File: src/rtl/hdlt_pkg.sv
`timescale 1ns / 1ps

package hdlt_pkg;

  // Default widths of the receive counter and the millisecond timer.
  localparam int unsigned LenBitsDefault  = 16;
  localparam int unsigned TimeBitsDefault = 16;

  // Command codes carried in an input word.
  typedef enum logic [2:0] {
    CMD_TICK        = 3'd0,
    CMD_RX_BYTE     = 3'd1,
    CMD_START_READ  = 3'd2,
    CMD_START_WRITE = 3'd3,
    CMD_TX_SENT     = 3'd4,
    CMD_ABORT       = 3'd5
  } cmd_e;

  // Status codes reported in a result word.
  localparam logic [1:0] STATUS_IDLE  = 2'd0;
  localparam logic [1:0] STATUS_WRITE = 2'd1;
  localparam logic [1:0] STATUS_READ  = 2'd2;

  // Transaction mode, one-hot.
  typedef enum logic [2:0] {
    MODE_IDLE  = 3'b001,
    MODE_WRITE = 3'b010,
    MODE_READ  = 3'b100
  } mode_e;

  typedef struct packed {
    logic [2:0]  cmd;
    logic [7:0]  rx_data;
    logic [15:0] length;
    logic [15:0] first_timeout;
    logic [15:0] gap_timeout;
  } in_word_t;

  typedef struct packed {
    logic [1:0]  status;
    logic        accepted;
    logic        drive_enable;
    logic        store_valid;
    logic [15:0] store_index;
    logic [7:0]  store_byte;
    logic        read_done;
    logic [15:0] read_len;
    logic        read_ok;
    logic        write_done;
  } out_word_t;

endpackage

File: src/rtl/half_duplex_link_transaction_timer.sv
`timescale 1ns / 1ps

// Each result word is registered in the cycle after its input word is accepted.
// Throughput: one word per cycle; a new word is taken whenever the result register
// is empty or its word is taken in the same cycle.
// Reset: asynchronous, active low; the block comes up idle, receive direction,
// all counters and timeouts zero, and no result pending.
module half_duplex_link_transaction_timer #(
  parameter int unsigned LEN_BITS  = hdlt_pkg::LenBitsDefault,
  parameter int unsigned TIME_BITS = hdlt_pkg::TimeBitsDefault
) (
  input  logic                clk_i,
  input  logic                rst_ni,
  input  logic                in_valid_i,
  output logic                in_ready_o,
  input  hdlt_pkg::in_word_t  in_word_i,
  output logic                out_valid_o,
  input  logic                out_ready_i,
  output hdlt_pkg::out_word_t out_word_o
);
  import hdlt_pkg::*;

  localparam logic [TIME_BITS-1:0] TimeMax = {TIME_BITS{1'b1}};

  mode_e                mode_q, mode_d;
  logic [LEN_BITS-1:0]  rx_count_q, rx_count_d;
  logic [LEN_BITS-1:0]  rx_limit_q, rx_limit_d;
  logic [TIME_BITS-1:0] elapsed_q, elapsed_d;
  logic [TIME_BITS-1:0] active_to_q, active_to_d;
  logic [TIME_BITS-1:0] later_to_q, later_to_d;
  logic [LEN_BITS-1:0]  tx_left_q, tx_left_d;
  logic                 drive_q, drive_d;

  out_word_t            res_d, res_q;
  logic                 out_valid_q;
  logic                 in_fire;

  logic [31:0]          len_ext, first_ext, gap_ext, rx_count_ext;
  logic [TIME_BITS-1:0] elapsed_inc;

  // A word is taken when the result register is free or drains this cycle.
  assign in_ready_o = !out_valid_q || out_ready_i;
  assign in_fire    = in_valid_i && in_ready_o;

  // Fit the 16-bit fields to the configured counter widths.
  assign len_ext      = 32'(in_word_i.length);
  assign first_ext    = 32'(in_word_i.first_timeout);
  assign gap_ext      = 32'(in_word_i.gap_timeout);
  assign rx_count_ext = 32'(rx_count_q);
  assign elapsed_inc  = (elapsed_q < TimeMax) ? elapsed_q + 1'b1 : elapsed_q;

  // Next state and result word for the word at the input.
  always_comb begin
    mode_d      = mode_q;
    rx_count_d  = rx_count_q;
    rx_limit_d  = rx_limit_q;
    elapsed_d   = elapsed_q;
    active_to_d = active_to_q;
    later_to_d  = later_to_q;
    tx_left_d   = tx_left_q;
    drive_d     = drive_q;
    res_d       = '0;

    unique case (in_word_i.cmd)
      CMD_TICK: begin
        if (mode_q == MODE_READ) begin
          elapsed_d = elapsed_inc;
          if (elapsed_inc >= active_to_q) begin
            res_d.read_done = 1'b1;
            res_d.read_len  = rx_count_ext[15:0];
            res_d.read_ok   = (rx_count_q != '0);
            mode_d          = MODE_IDLE;
            drive_d         = 1'b0;
          end
        end
      end
      CMD_RX_BYTE: begin
        if (mode_q == MODE_READ && rx_count_q < rx_limit_q) begin
          res_d.store_valid = 1'b1;
          res_d.store_index = rx_count_ext[15:0];
          res_d.store_byte  = in_word_i.rx_data;
          rx_count_d        = rx_count_q + 1'b1;
          elapsed_d         = '0;
          active_to_d       = later_to_q;
        end
      end
      CMD_START_READ: begin
        if (mode_q == MODE_IDLE) begin
          res_d.accepted = 1'b1;
          rx_limit_d     = len_ext[LEN_BITS-1:0];
          rx_count_d     = '0;
          elapsed_d      = '0;
          active_to_d    = first_ext[TIME_BITS-1:0];
          later_to_d     = gap_ext[TIME_BITS-1:0];
          drive_d        = 1'b0;
          mode_d         = MODE_READ;
        end
      end
      CMD_START_WRITE: begin
        if (mode_q == MODE_IDLE) begin
          res_d.accepted = 1'b1;
          // A zero-length write is acknowledged and leaves the block idle.
          if (len_ext[LEN_BITS-1:0] != '0) begin
            tx_left_d = len_ext[LEN_BITS-1:0];
            drive_d   = 1'b1;
            mode_d    = MODE_WRITE;
          end
        end
      end
      CMD_TX_SENT: begin
        if (mode_q == MODE_WRITE) begin
          tx_left_d = (tx_left_q != '0) ? tx_left_q - 1'b1 : tx_left_q;
          if (tx_left_d == '0) begin
            res_d.write_done = 1'b1;
            mode_d           = MODE_IDLE;
            drive_d          = 1'b0;
          end
        end
      end
      CMD_ABORT: begin
        mode_d    = MODE_IDLE;
        drive_d   = 1'b0;
        tx_left_d = '0;
      end
      default: begin
      end
    endcase

    unique case (mode_d)
      MODE_WRITE: res_d.status = STATUS_WRITE;
      MODE_READ:  res_d.status = STATUS_READ;
      default:    res_d.status = STATUS_IDLE;
    endcase
    res_d.drive_enable = drive_d;
  end

  // Transaction state, updated once per accepted word.
  always_ff @(posedge clk_i or negedge rst_ni) begin
    if (!rst_ni) begin
      mode_q      <= MODE_IDLE;
      rx_count_q  <= '0;
      rx_limit_q  <= '0;
      elapsed_q   <= '0;
      active_to_q <= '0;
      later_to_q  <= '0;
      tx_left_q   <= '0;
      drive_q     <= 1'b0;
    end else if (in_fire) begin
      mode_q      <= mode_d;
      rx_count_q  <= rx_count_d;
      rx_limit_q  <= rx_limit_d;
      elapsed_q   <= elapsed_d;
      active_to_q <= active_to_d;
      later_to_q  <= later_to_d;
      tx_left_q   <= tx_left_d;
      drive_q     <= drive_d;
    end
  end

  // Result register valid flag.
  always_ff @(posedge clk_i or negedge rst_ni) begin
    if (!rst_ni) begin
      out_valid_q <= 1'b0;
    end else if (in_fire) begin
      out_valid_q <= 1'b1;
    end else if (out_ready_i) begin
      out_valid_q <= 1'b0;
    end
  end

  // Result word payload.
  always_ff @(posedge clk_i) begin
    if (in_fire) begin
      res_q <= res_d;
    end
  end

  assign out_valid_o = out_valid_q;
  assign out_word_o  = res_q;

  // The line is driven exactly while a write is in progress.
  a_drive_matches_mode: assert property (@(posedge clk_i) disable iff (!rst_ni)
    drive_q == (mode_q == MODE_WRITE))
    else $error("drive line disagrees with mode");

  // A finished read reports the block idle and stores nothing.
  a_read_done_idle: assert property (@(posedge clk_i) disable iff (!rst_ni)
    (out_valid_q && res_q.read_done) |->
      (res_q.status == STATUS_IDLE && !res_q.store_valid && !res_q.drive_enable))
    else $error("read completion with inconsistent result");

  // A stored byte always comes from an ongoing read within its limit.
  a_store_in_read: assert property (@(posedge clk_i) disable iff (!rst_ni)
    (out_valid_q && res_q.store_valid) |->
      (res_q.status == STATUS_READ && mode_q == MODE_READ && rx_count_q <= rx_limit_q))
    else $error("byte stored outside a read");

  // When the last byte is sent, the block returns to idle with the line released.
  a_write_done_empty: assert property (@(posedge clk_i) disable iff (!rst_ni)
    in_fire && mode_q == MODE_WRITE && tx_left_d == '0 && in_word_i.cmd == CMD_TX_SENT
      |=> mode_q == MODE_IDLE && !drive_q)
    else $error("write finished without returning to idle");

endmodule

File: config.mk
export PLATFORM = sky130hd
export DESIGN_NAME = half_duplex_link_transaction_timer
export DESIGN_NICKNAME = d
export VERILOG_FILES = /design/src/rtl/hdlt_pkg.sv /design/src/rtl/half_duplex_link_transaction_timer.sv
export SDC_FILE = /design/constraint.sdc
export NUM_CORES = 1
export LEC_CHECK = 0
export ABC_AREA = 1
export BUFFER_PORTS_ARGS = -buffer_cell sky130_fd_sc_hd__buf_2
export CAP_MARGIN = 30
export CORE_MARGIN = 2
export CORE_UTILIZATION = 55
export CTS_CLUSTER_SIZE = 30
export DETAILED_ROUTE_END_ITERATION = 16
export PLACE_DENSITY = 0.74
export SLEW_MARGIN = 25
export SYNTH_ARGS = -nofsm -noshare
export SYNTH_HDL_FRONTEND = slang
export SYNTH_SLANG_ARGS = --single-unit
File: constraint.sdc
create_clock -name clk_i -period 3.75 [get_ports clk_i]
set_input_delay 0.5625 -clock clk_i [delete_from_list [all_inputs] [get_ports clk_i]]
set_output_delay 0.5625 -clock clk_i [all_outputs]
set_load 0.05 [all_outputs]
======== Word-level counts from Yosys, hierarchy flattened ========
Cells that the tools add are included.
operators by class
  add/sub/neg operators ................... 3
  magnitude comparators ................... 3
  eq/ne operators ......................... 16
  multiplexer cells ....................... 38
  reduce and logical (&&, ||, !) cells .... 22
operators with widths
  kind                   count
  $mux 16                11
  $pmux 16 s3            2
  $pmux 16 s2            2
  $reduce_bool 16->1     3
  $add 16x1->16 const B  2
  $mux 25                1
  $mux 3                 7
  $mux 18                1
  $ge 16x16->1           1
  $logic_not 16->1       1
  $lt 16x16->1           1
  $lt 16x16->1 const B   1
  $sub 16x1->16 const B  1
  $pmux 3 s5             1
  $eq 3x2->1 const B     4
  $eq 3x3->1 const B     4
  $ne 2x2->1 const B     6
  $mux 1                 11
  $reduce_and 5->1       2
  $eq 3x1->1 const B     2
  $reduce_and 2->1       3
  $reduce_and 3->1       2
  $reduce_bool 3->1      2
  $pmux 1 s5             1
  other kinds (8)        10
word-level totals
  bits in registers ....................... 149
  input bits .............................. 63
  output and inout port bits .............. 50
  word-level logic and storage cells ...... 101

======== Logic depth before layout (Yosys ltp) ========
Gate-level depths: netlist of the first run.
  depth in word-level cells ............... 8
  mapped depth ............................ 23
  mapped depth without buffers ............ 23

======== Worst setup path before layout of the first run ========
OpenSTA, ideal clock, no wires.
  path kind ............................... register to register
  start ................................... register elapsed_q[0]
  end ..................................... register res_q, in the netlist out_word_o[11], data pin
  setup time .............................. 0.265 ns
  arrival time ............................ 2.681 ns
  data required time ...................... 3.485 ns
  setup slack ............................. 0.804 ns
  stages on the path, launching flop included .. 17
  buffers on the path ..................... 2
  clock period less this slack ............ 2.946 ns
  cells stage by stage .................... dfrtp_1 ha_1 inv_1 nor3_2 nand4_1 nor2_2 inv_2 buf_2 nand2_1 ha_1 a21oi_1 o21ai_0 a21oi_1 nand3_1 nand3_1 clkbuf_1 nor2_1
on the way
  word-level cells in the longest chain between the ends .. 4
  elaborated cells on any way between the ends .. 5
  classes of those cells .................. add/sub: 1; order compare: 2; mux: 1; reduce/logical: 1
ends and longest elaborated chain
  item                                                  line                                       RTL
  start: declaration                                    half_duplex_link_transaction_timer.sv:28   logic [TIME_BITS-1:0] elapsed_q, elapsed_d;
  start signal: assignment                              half_duplex_link_transaction_timer.sv:152  elapsed_q <= elapsed_d;
  $add 16x1->16 / $lt 16x16->1 (equally long branches)  half_duplex_link_transaction_timer.sv:50   assign elapsed_inc = (elapsed_q < TimeMax) ? elapsed_q + 1'b1 : elapsed_q;
  $mux 16 (*)                                           half_duplex_link_transaction_timer.sv:50
  $ge 16x16->1 (*)                                      half_duplex_link_transaction_timer.sv:68   if (elapsed_inc >= active_to_q) begin
  $reduce_and 3->1 (no line) (*)                        n/a
  end signal: assignment                                half_duplex_link_transaction_timer.sv:174  res_q <= res_d;
  end: declaration                                      half_duplex_link_transaction_timer.sv:34   out_word_t res_d, res_q;
Every way passes the cells marked *; elsewhere a longest branch is shown, timed or not.
A chain may end at the register's enable or synchronous reset.

==> results of run 1 <==
-- cells in the final DEF, fill, tap and decap left out, types with 13 or more instances in the layout --
| master | Yosys | routed |
|---|---|---|
| sky130_fd_sc_hd__or2_2 | 13 | 13 |
| sky130_fd_sc_hd__nor3_1 | 15 | 15 |
| sky130_fd_sc_hd__o21ai_0 | 38 | 38 |
| sky130_fd_sc_hd__nand4_1 | 17 | 17 |
| sky130_fd_sc_hd__edfxtp_1 | 48 | 48 |
| sky130_fd_sc_hd__dfrtp_1 | 100 | 100 |
| sky130_fd_sc_hd__and2_0 | 16 | 16 |
| sky130_fd_sc_hd__buf_2 | 19 | 111 |
| sky130_fd_sc_hd__nand3_1 | 59 | 58 |
| sky130_fd_sc_hd__ha_1 | 35 | 35 |
| sky130_fd_sc_hd__a21oi_1 | 31 | 31 |
| sky130_fd_sc_hd__mux2_2 | 16 | 16 |
| sky130_fd_sc_hd__inv_1 | 126 | 125 |
| sky130_fd_sc_hd__clkbuf_16 | 0 | 17 |
| sky130_fd_sc_hd__xor2_1 | 26 | 26 |
| sky130_fd_sc_hd__nand2_1 | 241 | 241 |
| sky130_fd_sc_hd__o21ai_1 | 50 | 50 |
| sky130_fd_sc_hd__nor2_1 | 107 | 107 |
-- registers in the layout (all words and copies together) (netlist names) --
register,flops
active_to_q,16
drive_q,1
elapsed_q,16
later_to_q,16
mode_q,3
out_valid_o,1
out_word_o,48
rx_count_q,16
rx_limit_q,16
tx_left_q,16
-- worst max-delay path: cells and delay by family, from the launching register on --
kind          cells  cell delay [ps]
simple gates     12             1670
buf+inv           4              490
fa+ha+maj         2              400
flops             1              460
-- per-layer routing --
metal	vias up	routed length (um)
met4	0	368
met3	37	1050
met2	255	8880
met5	-	0
met1	3358	9520
li1	3640	-
-- how the worst min path moves through the flow --
stage | endpoint | slack [ps] | from | depth (start not counted)
after global routing | elapsed_q[13]$_DFFE_PN0P_ | 280 | rst_ni | 1
after detailed placement | rx_limit_q[15]$_DFFE_PN0P_ | 470 | rx_limit_q[15]$_DFFE_PN0P_ | 2
after floorplan | active_to_q[0]$_DFFE_PN0P_ | 270 | rst_ni | 0
after CTS | elapsed_q[6]$_DFFE_PN0P_ | 220 | rst_ni | 1
after global placement | rx_limit_q[4]$_DFFE_PN0P_ | 470 | rx_limit_q[4]$_DFFE_PN0P_ | 2
final | elapsed_q[6]$_DFFE_PN0P_ | 210 | rst_ni | 1
-- area by class of cell --
class,instances,area [um^2]
fillers,1290,5350
flip-flops and latches,149,3970
multi-input cells,727,3870
inverters,136,510
repair buffers,122,638
clock inverters,14,140
well taps,188,235
clock buffers,18,429
-- cell families after synthesis --
kind of cell	count (synthesis)	synth area share, %
AO/OA/AOI/OAI	146	9.40
flip-flops	149	46.7
XOR/XNOR	30	3.09
AND/OR/NAND/NOR	500	25.7
buffers and inverters	169	7.84
multiplexers	16	2.12
adder cells (fa/ha/maj)	35	5.15
-- power by group through the flow --
stage                     Sequential (mW)  Clock [mW]  Combinational (mW)
after floorplan                      2.36           0                1.17
after global placement               2.32           0                1.61
after detailed placement             2.33           0                1.64
after CTS                            2.31        1.68                1.66
after global routing                 2.36        1.76                1.90
final                                2.31        1.66                1.65
-- metrics by stage --
| step | setup slack [ps] | total power, mW | cells | hold slack (ps) |
|---|---|---|---|---|
| after floorplan | 804 | 3.53 | 1045 | 267 |
| final | 518 | 5.62 | 1354 | 206 |
| after global routing | 160 | 6.02 | 1354 | 275 |
| after global placement | 749 | 3.93 | 1322 | 466 |
| after detailed placement | 653 | 3.97 | 1322 | 472 |
| after CTS | 560 | 5.64 | 1354 | 224 |
==> out/metrics.yaml, run 1 <==
clock_tree:
  cts_hold_buf: 0
  clock_buffer_count_from_cts: 17
  post_cts.resized_instances: 0
  clk_path_buf_depth: 2
  tritoncts: "built"
  cts.clk_slew.worst_paths_ps: 60
  clk-insertion-delay-late_ps: 430
  cts_setup_buffers: 0
  clockRootBuffer: "sky130_fd_sc_hd__clkbuf_16"
  cts.sinks: 149
  htreeDepth: 4
floorplan:
  core_area_um2: 15100
  die_h_um: 128
  die_area_um2: 16500
  chip_width_um: 128
  ios: 113
  start_util_pct: 56.2
  fp-row-count: 45
pwr:
  pwr-share-seq_pct: 41.1
  power_frac_comb_pct: 29.4
  p_switching_mw: 2.03
  power.density_nw_per_um2: 574
  power_leakage_nw: 4.54
  power.ir.vdd_worst_uv: 329
  share_clk_of_total_power_pct: 29.5
  internal-power_mw: 3.59
  sw_frac_of_total_pct: 36.2
final_layout:
  final_core_util_pct: 64.7
  final_net_count: 1251
  synthToLayoutAreaGrowth_pct: 15.2
  insertedDiodeCount: 0
  drive_above_1_share_pct: 18.4
  postLayoutCellArea_um2: 9800
status:
  outcome: "completed"
grt:
  grt-ovfl-total: 0
  gr-usage-met3_pct: 4.32
  grt_use_met2_pct: 38.7
  first_pass_grt_wire_length_um: 33000
  grt_antenna_before_repair: 0
  grt-busiest-layer: "met2"
  vias_in_the_first_global_route: 6727
  grt_max_degree: 60
  use_met1_pct: 37.0
  gr-usage-all-layers_pct: 25.3
setup_path:
  worst_setup_path_start_kind: "register"
  timing.critical_path.to_type: "register"
  worst_setup_path_endpoint: "out_word_o[47]$_DFFE_PP_"
  reg2reg_depth: 18
  cpPeakStageDelay_ps: 460
  setup_cp_type: "reg -> reg"
  rr_startpoint: "elapsed_q[0]$_DFFE_PN0P_"
  crit_chain: "ha_1, inv_1, nor3_2, nand4_1, nor2_2, inv_2, nand2_1, ha_1, nand2_1, inv_1, nand3_1, nor3_1, nand3_1, nand3_1, nand3_1, buf_4, nand4_1, nor2_1"
  critical-path-slowest-cell: "sky130_fd_sc_hd__dfrtp_1"
  cp.arrival_ps: 3410
  cp_data_required_time_ps: 3930
  cp_max_fo: 19
  critPathMostFrequentCell: "sky130_fd_sc_hd__nand3_1"
  setup.worst_path.start: "elapsed_q[0]$_DFFE_PN0P_"
  r2r_slack_ps: 520
  crit-reg2reg-capture: "out_word_o[47]$_DFFE_PP_"
drt:
  drtPass1Iterations: 5
  wire_per_inst_um: 14.6
  post_drt_via_cell_ratio: 5.38
  drc: 0
  dr.first_iter.drc_count: 679
  vias_post_dr: 7290
  wl_um: 19800
  antenna_left: 0
yosys:
  synth_top_cell_by_area: "sky130_fd_sc_hd__dfrtp_1"
  yosys.cell_count.top_type: "sky130_fd_sc_hd__nand2_1"
  synth_sequential_area_ratio_pct: 46.7
  post_synth_instance_area_um2: 8510
  synth_async_sr_flop_share_pct: 67.8
  synth_enable_flop_cells: 48
  synth_top_cells_by_count: "sky130_fd_sc_hd__nand2_1, sky130_fd_sc_hd__inv_1, sky130_fd_sc_hd__nor2_1"
  synth_nets: 1143
  postSynth.topFlopCell: "sky130_fd_sc_hd__dfrtp_1"
  synth.distinct_cells: 46
  yosys.area.top_type_share_pct: 29.4
  post_synth_main_area_contributors: "sky130_fd_sc_hd__dfrtp_1, sky130_fd_sc_hd__edfxtp_1, sky130_fd_sc_hd__nand2_1"
  ys_warn_count: 0
  postSynthRegisterBits: 149
  post_syn_instances: 1045
  syn-mean-instance-area_um2: 8.14
flow_run:
  timing.max_cap.violations: 0
timing:
  timing.final.max_slew_violations: 0
  period_minus_slack_ps: 3230
  setup_repair_after_global_routing_missed_its_margin: "no"
  timing.clock.skew_ps: 13.5
  final_min_period_over_clock_period_pct: 86.2
  headroom_to_the_max_slew_limit_pct: 43.3
  setup_viol: 0
  worstMarginPinSlew_ps: 847
  totalNegativeSetupSlack_ps: 0
  achievable-frequency_mhz: 309
  timing.final.hold_violations: 0
placement:
  placement.cell_area_um2: 9230
  finalWeightedCongestion: 0.929
  dp.final_hpwl_um: 14300
  number_of_input_and_output_port_buffers_inserted: 112
min_path:
  hold_path_class: "in -> async"
(Power assumes the default switching activity.)
==> inputs of run 2 (changes only) <==
--- a/config.mk
+++ b/config.mk
@@ -9,7 +9,7 @@
 export BUFFER_PORTS_ARGS = -buffer_cell sky130_fd_sc_hd__buf_2
 export CAP_MARGIN = 30
 export CORE_MARGIN = 2
-export CORE_UTILIZATION = 55
+export CORE_UTILIZATION = 53
 export CTS_CLUSTER_SIZE = 30
 export DETAILED_ROUTE_END_ITERATION = 16
 export PLACE_DENSITY = 0.74
==> constraint.sdc (replaced) <==
create_clock -name clk_i -period 2.91 [get_ports clk_i]
set_input_delay 0.4365 -clock clk_i [delete_from_list [all_inputs] [get_ports clk_i]]
set_output_delay 0.4365 -clock clk_i [all_outputs]
set_load 0.05 [all_outputs]
==> run 2 against run 1 <==
Flip-flop and latch count unchanged. Critical endpoint is now out_word_o[44]$_DFFE_PP_. Global-route usage shrank 0.48 points. Total power grew 35%. Clock skew fell by 3.8 ps. Final cell count is 3.7% higher. Combinational power up 49%. The flow now finishes with violations (negative setup slack). Die area up 3.7%. Via count up 3.1%. Sequential share of layout area fell by 2.5 points. Register-to-register slack got worse by 620 ps. Hold slack got worse by 180 ps. Routed wire length is 8.0% higher.
==> out/metrics.yaml, run 2 (synthesis results as in run 1) <==
status:
  outcome: "finished, violations left"
  failed_checks: "negative setup slack"
final_layout:
  synthToLayoutAreaGrowth_pct: 22.7
  final_net_count: 1273  # +1.8%
  layout.cells.non_filler: 1404  # +3.7%
  layout_common_cells: "sky130_fd_sc_hd__nand2_1, sky130_fd_sc_hd__inv_1, sky130_fd_sc_hd__buf_2"
  drive_above_1_share_pct: 24.8  # +6.5 points
  flip_flop_count_of_the_largest_register_all_copies_and_words_added: 48  # unchanged
  most_common_cell_after_layout_fill_and_taps_aside: "sky130_fd_sc_hd__nand2_1"
  postLayoutCellArea_um2: 10400  # +6.6%
  final.fill_count: 1360  # +5.4%
  insertedDiodeCount: 0  # unchanged
floorplan:
  core_area_um2: 15800  # +4.1%
  fp-row-count: 46  # +2.2%
  chip_width_um: 131  # +1.8%
  die_area_um2: 17100  # +3.7%
  ios: 113  # unchanged
  start_util_pct: 53.9  # -2.2 points
  die_h_um: 131  # +1.8%
drt:
  wl_um: 21400  # +8.0%
  antenna_left: 0  # unchanged
  drc: 0  # unchanged
  wire_per_inst_um: 15.2  # +4.2%
  vias_post_dr: 7519  # +3.1%
  drtPass1Iterations: 6  # +1
  post_drt_via_cell_ratio: 5.36  # -0.53%
  dr.first_iter.drc_count: 593  # -13%
min_path:
  hold_path_class: "in -> async"
clock_tree:
  tritoncts: "built"
  cts_hold_buf: 0  # unchanged
  clockRootBuffer: "sky130_fd_sc_hd__clkbuf_16"
  cts.clk_slew.worst_paths_ps: 60  # about the same
  cts.sinks: 149  # unchanged
  clk_path_buf_depth: 2  # unchanged
  clk-insertion-delay-late_ps: 430  # about the same
  clock_buffer_count_from_cts: 17  # unchanged
  htreeDepth: 4  # unchanged
setup_path:
  timing.critical_path.to_type: "register"
  critical_path.n_buffers_inverters: 1  # -3
  cp_data_required_time_ps: 3100  # -830 ps
  cp.depth: 16  # -2
  cpPeakStageDelay_ps: 440  # -20 ps
  crit_chain: "nand2_1, nor4_1, nand2_1, xor2_1, nand2_4, ha_4, nand2_2, inv_2, nand3_4, nor3_4, nand3_2, nand3_4, nand2_2, nand3_2, nand3_2, and2_4"
  setup_cp_type: "reg -> reg"
  reg2reg_depth: 16  # -2
  worst_setup_path_start_kind: "register"
  critPathMostFrequentCell: "sky130_fd_sc_hd__nand3_2"
  cp_max_fo: 5  # -14
  critical_path.top_delay_family: "simple AND/OR/NAND/NOR gates"
  critical-path-slowest-cell: "sky130_fd_sc_hd__dfrtp_2"
  cp.arrival_ps: 3210  # -200 ps
placement:
  place.detailed.instances: 1360  # +2.9%
  number_of_input_and_output_port_buffers_inserted: 112  # unchanged
  dp.final_hpwl_um: 14700  # +2.6%
  preCtsSetupSlack_ps: -215  # -868 ps
  placement.cell_area_um2: 9370  # +1.5%
  finalWeightedCongestion: 0.939  # +1.0%
pwr:
  power.ir.vdd_worst_uv: 498  # +51%
  power.density_nw_per_um2: 729  # +27%
  power_leakage_nw: 4.73  # +4.2%
grt:
  grt_max_degree: 65  # +8.3%
  grt_antenna_before_repair: 0  # unchanged
  grt-ovfl-total: 0  # unchanged
  first_pass_grt_wire_length_um: 33100  # +0.44%
  gr-usage-all-layers_pct: 24.9  # -0.48 points
  vias_in_the_first_global_route: 6730  # +0.045%
timing:
  timing.clock.skew_ps: 9.63  # -3.83 ps
  timing.final.hold_violations: 0  # unchanged
  headroom_to_the_max_slew_limit_pct: 50.6  # +7.2 points
  whs_ps: 26.5  # -179 ps
  final_min_period_over_clock_period_pct: 104  # +17 points
  setup_slack_ps: -105  # -623 ps
  worstMarginPinSlew_ps: 741  # -106 ps
  period_minus_slack_ps: 3020  # -217 ps
  timing.final.max_slew_violations: 0  # unchanged
  achievable-frequency_mhz: 332  # +7.2%
  setup_repair_after_global_routing_missed_its_margin: "yes"
  setup_viol: 21  # +21
flow_run:
  timing.max_cap.violations: 0  # unchanged
-- run 2: cell count changes in the layout (fill, tap and decap cells not counted), sizes merged --
cell / before / now
clkbuf: 18 / 19
buf: 122 / 142
inv: 143 / 144
-- run 2: path summary, 6_finish.rpt --
path / startpoint / to / slack, ps
min in group clk_i: in_word_i[8] / later_to_q[8]$_DFFE_PN0P_ / 230
max in group asynchronous: rst_ni / elapsed_q[1]$_DFFE_PN0P_ / 2160
min reg2reg: rx_limit_q[8]$_DFFE_PN0P_ / rx_limit_q[8]$_DFFE_PN0P_ / 490
max reg2reg: elapsed_q[9]$_DFFE_PN0P_ / out_word_o[44]$_DFFE_PP_ / -110
max: elapsed_q[9]$_DFFE_PN0P_ / out_word_o[44]$_DFFE_PP_ / -110
min: rst_ni / active_to_q[14]$_DFFE_PN0P_ / 30
-- run 2: layout make-up --
type / instances / area, um^2 / area share [%]
repair inverters: 1 / 6.26 / 0.0599
well taps: 216 / 270 / 2.59
repair buffers: 143 / 862 / 8.26
clock buffers: 18 / 429 / 4.11
flip-flops and latches: 149 / 3970 / 38.1
inverters: 136 / 515 / 4.94
clock inverters: 14 / 139 / 1.33
multi-input cells: 727 / 4250 / 40.7
-- run 2: where the power goes --
group,switching (mW),internal (mW),total (mW)
Sequential,0.374,2.61,2.98
Combinational,1.50,0.959,2.46
Clock,0.960,1.20,2.16
Total,2.84,4.77,7.61
-- run 2: per-stage QoR --
stage               TNS (ps)  total power, mW  utilization, %
floorplan                  0             4.55               -
global placement        -733             5.08            59.4
finish                 -1360             7.61            66.2
CTS                        0             7.35            63.4
global route           -7610             8.10            66.2
detailed placement     -2890             5.13            59.4
-- run 2: repair_timing --
action	4_1_cts	5_1_grt
cloned	0	2
setup buffers	2	8
pin swaps	3	9
resized for setup	9	80
setup endpoints to repair	22	24
-- run 2: metal layers --
metal | GRT usage [%] | vias to the layer above | part of all wire [%]
li1 | - | 3688 | -
met1 | 34.9 | 3503 | 45
met2 | 39.2 | 271 | 47
met3 | 4.52 | 57 | 5.4
met4 | 8.57 | 0 | 2.7
met5 | 0 | - | 0
